===== config.mk =====
export PLATFORM = sky130hd
export DESIGN_NAME = key_debounce_short_long_press_top
export DESIGN_NICKNAME = d
export VERILOG_FILES = /design/src/design/kdsl_pkg.sv /design/src/design/key_debounce_short_long_press_top.sv /design/src/design/kdsl_core.sv
export SDC_FILE = /design/constraint.sdc
export NUM_CORES = 1
export LEC_CHECK = 0
export CAP_MARGIN = 25
export CELL_PAD_IN_SITES_DETAIL_PLACEMENT = 1
export CELL_PAD_IN_SITES_GLOBAL_PLACEMENT = 2
export CORE_MARGIN = 4
export CORE_UTILIZATION = 40
export DETAILED_ROUTE_END_ITERATION = 16
export DONT_BUFFER_PORTS = 1
export PLACE_DENSITY_LB_ADDON = 0.2
export REMOVE_ABC_BUFFERS = 1
export SLEW_MARGIN = 15
export SYNTH_ARGS = -nofsm -noshare
export SYNTH_HDL_FRONTEND = slang
export SYNTH_HIERARCHICAL = 1
export SYNTH_SLANG_ARGS = --single-unit

===== constraint.sdc =====
create_clock -name clk -period 6.5 [get_ports clk]
set_input_delay 1.3 -clock clk [delete_from_list [all_inputs] [get_ports clk]]
set_output_delay 1.3 -clock clk [all_outputs]
set_load 0.01 [all_outputs]

===== src/design/kdsl_pkg.sv =====
`default_nettype none
package kdsl_pkg;

  localparam int unsigned TIME_W   = 32;
  localparam int unsigned CFG_W    = 16;
  localparam int unsigned CFG_IDX_W = 2;
  localparam int unsigned EVENT_W  = 2;
  localparam int unsigned PHASE_W  = 2;

  // register indexes on the configuration port
  localparam logic [CFG_IDX_W-1:0] REG_DEBOUNCE_TIME   = 2'd0;
  localparam logic [CFG_IDX_W-1:0] REG_LONG_PRESS_TIME = 2'd1;

  localparam logic [CFG_W-1:0] DEBOUNCE_TIME_RST   = 16'd20;
  localparam logic [CFG_W-1:0] LONG_PRESS_TIME_RST = 16'd1000;

  // item codes
  localparam logic FUNC_TICK = 1'b0;
  localparam logic FUNC_READ = 1'b1;

  // latched event codes
  localparam logic [EVENT_W-1:0] EV_NONE  = 2'd0;
  localparam logic [EVENT_W-1:0] EV_SHORT = 2'd1;
  localparam logic [EVENT_W-1:0] EV_LONG  = 2'd2;

  typedef struct packed {
    logic              func;
    logic [TIME_W-1:0] now_ms;
    logic              key_pressed;
  } item_t;

  typedef struct packed {
    logic [EVENT_W-1:0] key_event;
    logic [PHASE_W-1:0] fsm_phase;
  } result_t;

  typedef struct packed {
    logic                 we;
    logic [CFG_IDX_W-1:0] index;
    logic [CFG_W-1:0]     data;
  } cfg_wr_t;

endpackage
`default_nettype wire


===== src/design/key_debounce_short_long_press_top.sv =====
`default_nettype none
// channel  direction  handshake            payload
// in       sink       in_valid / in_ready  func, now_ms, key_pressed
// out      source     out_valid/ out_ready key_event, fsm_phase
// cfg      sink       cfg_we               cfg_index, cfg_data
//
// one beat per cycle in both directions unless out_ready stalls the output; an
// input beat goes to the input register, then the phase update to the result register
// the phase machine and timestamps advance only when a beat moves into the
// result register, so a stalled output holds the state as well
// reset brings back idle phase, no pending event and the default times
module key_debounce_short_long_press_top (
  input  wire logic                            clk,
  input  wire logic                            rst,
  input  wire logic                            in_valid,
  output logic                                 in_ready,
  input  wire logic                            func,
  input  wire logic [kdsl_pkg::TIME_W-1:0]     now_ms,
  input  wire logic                            key_pressed,
  output logic                                 out_valid,
  input  wire logic                            out_ready,
  output logic [kdsl_pkg::EVENT_W-1:0]         key_event,
  output logic [kdsl_pkg::PHASE_W-1:0]         fsm_phase,
  input  wire logic                            cfg_we,
  input  wire logic [kdsl_pkg::CFG_IDX_W-1:0]  cfg_index,
  input  wire logic [kdsl_pkg::CFG_W-1:0]      cfg_data
);
  import kdsl_pkg::*;

  logic    s1_valid;
  item_t   s1_item;
  result_t out_res;
  result_t core_res;
  cfg_wr_t cfg;
  logic    out_free;
  logic    step;

  assign out_free = !out_valid || out_ready;
  assign step     = s1_valid && out_free;
  assign in_ready = !s1_valid || out_free;

  assign cfg.we    = cfg_we;
  assign cfg.index = cfg_index;
  assign cfg.data  = cfg_data;

  kdsl_core u_core (
    .clk  (clk),
    .rst  (rst),
    .cfg  (cfg),
    .step (step),
    .item (s1_item),
    .res  (core_res)
  );

  always_ff @(posedge clk) begin
    if (rst) begin
      s1_valid  <= 1'b0;
      out_valid <= 1'b0;
    end else begin
      if (in_ready) begin
        s1_valid <= in_valid;
      end
      if (out_free) begin
        out_valid <= s1_valid;
      end
    end
  end

  // payload registers
  always_ff @(posedge clk) begin
    if (in_valid && in_ready) begin
      s1_item.func        <= func;
      s1_item.now_ms      <= now_ms;
      s1_item.key_pressed <= key_pressed;
    end
    if (step) begin
      out_res <= core_res;
    end
  end

  assign key_event = out_res.key_event;
  assign fsm_phase = out_res.fsm_phase;

endmodule
`default_nettype wire


===== src/design/kdsl_core.sv =====
`default_nettype none
module kdsl_core (
  input  wire logic             clk,
  input  wire logic             rst,
  input  wire kdsl_pkg::cfg_wr_t cfg,
  input  wire logic             step,
  input  wire kdsl_pkg::item_t  item,
  output kdsl_pkg::result_t     res
);
  import kdsl_pkg::*;

  typedef enum logic [PHASE_W-1:0] {
    PH_IDLE     = 2'd0,
    PH_DEBOUNCE = 2'd1,
    PH_PRESSED  = 2'd2,
    PH_WAIT     = 2'd3
  } phase_t;

  logic [CFG_W-1:0]   debounce_time;
  logic [CFG_W-1:0]   long_press_time;
  phase_t             phase;
  logic [TIME_W-1:0]  debounce_start;
  logic [TIME_W-1:0]  press_start;
  logic [EVENT_W-1:0] pending_event;

  phase_t             phase_next;
  logic [TIME_W-1:0]  debounce_start_next;
  logic [TIME_W-1:0]  press_start_next;
  logic [EVENT_W-1:0] pending_event_next;
  logic [EVENT_W-1:0] key_event_next;

  logic [TIME_W-1:0]  start_sel;
  logic [CFG_W-1:0]   limit_sel;
  logic [TIME_W-1:0]  elapsed;
  logic               expired;

  // one wrapping subtract shared by debounce and long-press timing
  assign start_sel = (phase == PH_DEBOUNCE) ? debounce_start : press_start;
  assign limit_sel = (phase == PH_DEBOUNCE) ? debounce_time : long_press_time;
  assign elapsed   = item.now_ms - start_sel;
  assign expired   = (elapsed >= {{(TIME_W-CFG_W){1'b0}}, limit_sel});

  always_comb begin
    phase_next          = phase;
    debounce_start_next = debounce_start;
    press_start_next    = press_start;
    pending_event_next  = pending_event;
    key_event_next      = EV_NONE;
    if (item.func == FUNC_READ) begin
      key_event_next     = pending_event;
      pending_event_next = EV_NONE;
    end else begin
      unique case (phase)
        PH_IDLE: begin
          if (item.key_pressed) begin
            debounce_start_next = item.now_ms;
            phase_next          = PH_DEBOUNCE;
          end
        end
        PH_DEBOUNCE: begin
          if (!item.key_pressed) begin
            phase_next = PH_IDLE;
          end else if (expired) begin
            press_start_next = item.now_ms;
            phase_next       = PH_PRESSED;
          end
        end
        PH_PRESSED: begin
          if (!item.key_pressed) begin
            pending_event_next = EV_SHORT;
            phase_next         = PH_IDLE;
          end else if (expired) begin
            pending_event_next = EV_LONG;
            phase_next         = PH_WAIT;
          end
        end
        PH_WAIT: begin
          if (!item.key_pressed) begin
            phase_next = PH_IDLE;
          end
        end
        default: phase_next = PH_IDLE;
      endcase
    end
  end

  assign res.key_event = key_event_next;
  assign res.fsm_phase = phase_next;

  always_ff @(posedge clk) begin
    if (rst) begin
      debounce_time   <= DEBOUNCE_TIME_RST;
      long_press_time <= LONG_PRESS_TIME_RST;
      phase           <= PH_IDLE;
      debounce_start  <= '0;
      press_start     <= '0;
      pending_event   <= EV_NONE;
    end else begin
      if (cfg.we) begin
        unique case (cfg.index)
          REG_DEBOUNCE_TIME:   debounce_time   <= cfg.data;
          REG_LONG_PRESS_TIME: long_press_time <= cfg.data;
          default: ;
        endcase
      end
      if (step) begin
        phase          <= phase_next;
        debounce_start <= debounce_start_next;
        press_start    <= press_start_next;
        pending_event  <= pending_event_next;
      end
    end
  end

endmodule
`default_nettype wire


# After elaboration in Yosys (flattened, before gate mapping)
# Cells that the tools add are included.
dict set report word_totals {
  regBits 140
  in_bits 57
  out_inout_bits 6
  word_cells 49
}
dict set report op_classes {
  addsub 1
  n_lt_le_gt_ge 1
  n_eq_ne 5
  muxes 14
  bitwise 1
  reduce_logical 14
}
# cell count
set op_table {}
lappend op_table {{$ge A32 B16 Y1} 1}
lappend op_table {{$mux W32} 1}
lappend op_table {{$sub A32 B32 Y32} 1}
lappend op_table {{$mux W2} 11}
lappend op_table {{$mux W16} 1}
lappend op_table {{$pmux W2 S4} 1}
lappend op_table {{$reduce_and A5 Y1} 1}
lappend op_table {{$eq A2 B1 Y1 const B} 2}
lappend op_table {{$eq A2 B2 Y1 const B} 2}
lappend op_table {{$logic_not A2 Y1} 2}
lappend op_table {{$reduce_and A2 Y1} 2}
lappend op_table {{$reduce_and A4 Y1} 1}
lappend op_table {{$ne A3 B1 Y1 const B} 1}
lappend op_table {{$reduce_and A3 Y1} 1}
lappend op_table {{$logic_and A1 B1 Y1} 2}
lappend op_table {{$logic_not A1 Y1} 2}
lappend op_table {{$logic_or A1 B1 Y1} 2}
lappend op_table {{$reduce_bool A2 Y1} 1}
lappend op_table {{$not A1 Y1} 1}

# Logic depth before layout (Yosys ltp)
dict set report depth {
  ltp_word 8
  ltp_mapped 28
  ltp_nobuf 23
}

# Modules after synthesis
# The synthesis kept the hierarchy.
# mod instances cells_per_inst area_per_inst_um2 seq_area_each_um2
set by_module_without_submodules {}
lappend by_module_without_submodules {kdsl_core 1 819 6691.4 2001.9}
lappend by_module_without_submodules {key_debounce_short_long_press_top 1 48 1244.9 1181.1}

# Least setup slack after synthesis
# No wires, ideal clock.
dict set report synth_timing {
  path_type {flip-flop to flip-flop}
  startpoint {register u_core.phase[0]}
  endpoint {register u_core.press_start[1]}
  setup_ps 118
  arrival_ps 5344
  t_required_ps 6382
  setup_slack_ps 1038
  stages_incl_launch_ff 28
  path_buffers 6
  period_less_slack_ps 5462
  path_cell_list {dfxtp_1 clkbuf_1 nor2b_1 buf_2 clkbuf_1 buf_1 mux2i_1 ha_1 and3_1 a221o_1 nand3_1 nand2_1 a21o_1 a21oi_1 xnor2_1 ha_1 nand2_1 nor2_1 a211oi_1 o22ai_1 nor4_1 o2111ai_1 nor4_2 nand4_4 and4_4 buf_6 buf_12 mux2i_1}
}
dict set report synth_via {
  elab_chain_len 5
  elab_cells_between_ends 6
  cone_classes {1 x add/sub; 1 x order compare; 1 x eq/ne; 2 x mux; 1 x reduce/logical}
}
# element line
set synth_lines {}
lappend synth_lines {{start: declaration} kdsl_core.sv:21} ;# phase_t phase;
lappend synth_lines {{start signal: assignment} kdsl_core.sv:107} ;# phase <= phase_next;
lappend synth_lines {{$eq A2 B1 Y1 *} {kdsl_core.sv:38, kdsl_core.sv:39, kdsl_core.sv:53}}
lappend synth_lines {{$mux W32} kdsl_core.sv:38} ;# assign start_sel = (phase == PH_DEBOUNCE) ? debounce_start : press_start;
lappend synth_lines {{$sub A32 B32 Y32} kdsl_core.sv:40} ;# assign elapsed = item.now_ms - start_sel;
lappend synth_lines {{$ge A32 B16 Y1} kdsl_core.sv:41} ;# assign expired = (elapsed >= {{(TIME_W-CFG_W){1'b0}}, limit_sel});
lappend synth_lines {{$reduce_and A5 Y1 (no line) *} n/a}
lappend synth_lines {{end signal: assignment} kdsl_core.sv:109} ;# press_start <= press_start_next;
lappend synth_lines {{end: declaration} kdsl_core.sv:23} ;# logic [TIME_W-1:0] press_start;
# Mark *: on every way between the ends. The rest lies on a longest branch, timed or not.
# A chain may end at the register's enable or synchronous reset.

==> impl_metrics.yaml <==
cts:
  cts_hold_buf: 0
  worst_skew_pair.late_latency_ns: 0.42
  clk_pin_slew_ns: 0.06
  cts_buffers: 17
  cts_tree: "built"
  htree_levels: 4
  cts_num_sinks: 140
  cts-root-buf: "clkbuf_16"
  clock_path_buffers: 2
routing:
  num_vias: 6190
  routedWlPerCell_um: 18.7
  final_antenna_net_count: 0
  drt_iter0_markers: 255
  first_pass_iters: 4
  routed_via_density: 5.50
  drt-total-wl_mm: 21.0
  drc: 0
hold_path:
  min-delay-path-class: "reg2reg"
synth:
  yosysSeqAreaShare_pct: 40.1
  syn_inst: 867
  async_flop_share_pct: 0
  synth_area_um2: 7940
  synth_flop_cell: "dfxtp_1"
  yosysTopAreaCellShare_pct: 25.7
  synth_edf_count: 38
  synth.most_common_cell: "nand2_1"
  yosys-top-cells-area: "dfxtp_1, edfxtp_1, mux2i_1"
  syn_avg_cell_area_um2: 9.15
  synth_top_area_cell: "dfxtp_1"
  synth_top_cells_by_count: "nand2_1, dfxtp_1, a21oi_1, mux2i_1, nand2b_1"
  ys.warnings.count: 6
  ys_ff_latch: 140
  ys_types: 70
critical_path:
  cp.required_ns: 6.64
  cp-end-kind: "flip-flop"
  arrival_ns: 6.23
  path_max_fanout: 22
  worstSetupStartpointType: "flip-flop"
  rrSetupSlack_ns: 0.41
  crit_type: "reg2reg"
pwr:
  power.total_uw: 2150
  power.density_nw_per_um2: 247
  ir_drop_mv: 0.144
  p_leak_uw: 0.00302
placed_design:
  dpl.hpwl_mm: 14.9
  place_ws_ns: 0.287
  port_buffers: 0
  routabilityCongestion: 0.882
timing:
  min_period_ns: 6.09
  fmax_ghz: 0.164
  worst_pin_slew_ns: 0.734
  slew_headroom_pct: 50.9
  period_share_pct: 93.7
  setup_ws_ns: 0.411
  hold_viol_final: 0
  skew_ns: 0.00940
  slew_viol_final: 0
  finalSetupViolCount: 0
  rsz0062_at_grt: "no"
final_layout:
  synthToLayoutAreaGrowth_pct: 9.44
  nets: 952
  regArea_um2: 3180
  drive_gt1_share_pct: 7.56
  diodes: 0
  nFillCells: 2247
  multi_input_area_um2: 4450
flow_run:
  drv_cap: 0
floorplanning:
  core_area_um2: 19500
  die_w_um: 149
  start_util_pct: 40.8
  die_h_um: 149
  io-pin-count: 63
  die-area_um2: 22200
  num_rows: 51
grt:
  antenna_found_initial: 0
  global_route.overflow_total: 0
  grt_pass1_vias: 6710
  grt_pass1_wl_mm: 34.5
  grt.total_usage_pct: 19.4
  grt_max_degree: 135
run_status:
  status: "finished, final reports clean"
## logic make-up after synthesis
logic type	Yosys count	synth area share, %
simple gates	331	21.0
buf+inv	65	4.00
mux	83	10.5
fa+ha+maj	48	7.66
flops	140	40.1
xor+xnor	21	2.32
compound gates	179	14.3
## metrics by stage
| step | utilization, % | instances | hold WS, ns | cell area, um^2 | setup TNS (ns) |
|---|---|---|---|---|---|
| 6_report | 44.6 | 1125 | 0.448 | 8690 | 0 |
| 5_1_grt | 44.6 | 1125 | 0.469 | 8690 | 0 |
| 3_3_place_gp | 41.4 | 1085 | 0.436 | 8050 | 0 |
| 3_5_place_dp | 41.5 | 1087 | 0.442 | 8070 | 0 |
| 2_1_floorplan | - | 816 | 0.426 | 7670 | -53.94 |
| 4_1_cts | 44.4 | 1119 | 0.451 | 8640 | 0 |
## layout make-up
type | instances | share of cell area (%)
inverter | 14 | 0.605
timing repair buffer | 12 | 1.08
clock buffer | 21 | 5.68
sequential | 140 | 36.6
multi-input combinational | 662 | 51.3
clock inverter | 11 | 0.908
tap | 265 | 3.82
## final timing paths
kind,from,to,depth (start not counted)
hold / removal,u_core/long_press_time[15],u_core/long_press_time[15],2
setup reg to reg,u_core/phase[0],fsm_phase[0],18
hold reg to reg,u_core/long_press_time[15],u_core/long_press_time[15],2
setup / recovery,u_core/phase[0],fsm_phase[0],18
## per-layer routing
layer  track usage [%]  vias up  share of wire (%)
met3              3.34       27                2.0
met1              22.5     3078                 43
li1                  -     3020                  -
met5                 0        -                  0
met4              6.41        0                1.7
met2              36.0       65                 53
## worst max-delay path, cell delays in order, from the launching register on
cell and delay, ns:
dfxtp_1 0.50, nor2b_4 0.38, buf_4 0.43, mux2i_1 0.23, ha_1 0.33, a21oi_1 0.21, a21boi_1 0.36, o21bai_1 0.17
a41oi_1 0.30, xnor2_1 0.13, ha_1 0.23, a2111oi_0 0.55, o2111ai_1 0.20, nor4_1 0.33, o2111ai_1 0.17, nor4_2 0.29
nand4_4 0.22, and3_1 0.25, nor4_1 0.52
## cell usage in the layout (no fill, tap or decap), types with 5 or more instances in the layout
cell type  synthesis  final
inv_1             14     14
o211ai_1           6      6
ha_1              47     47
o21ai_0           18     18
nand2_1          157    157
dfxtp_1          102    102
xor2_1             9      9
xnor2_1           12     12
a21o_1            12     12
nand3b_1          10     10
a31oi_1            5      5
nand2b_1          68     68
buf_4              0     11
nand3_1           13     13
nor3_1             6      5
clkbuf_16          0     19
and3_1             7      7
edfxtp_1          38     38
nor2_1            23     23
nand4_1           11     11
mux2i_1           79     79
a21oi_1           92     92
nor2b_1           10      9
## repair_timing
| action | in CTS | in global routing |
|---|---|---|
| buffers inserted | 0 | 6 |
| gates resized for setup | 0 | 1 |
| setup endpoints to repair | 0 | 33 |
## power by group
part / switching [uW] / internal (uW) / total [uW]
clock network: 395 / 546 / 941
registers: 21.7 / 926 / 947
logic: 152 / 107 / 259
## sequential cells by signal, indices dropped and copies added, names as in the netlist, 2 cells and up
signal and cells:
u_core/press_start 32, u_core/pending_event 2, u_core/long_press_time 16, u_core/phase 2, s1_item 34, u_core/debounce_start 32, fsm_phase 2, u_core/debounce_time 16
key_event 2
No activity file was read; power rests on OpenSTA's default activity.
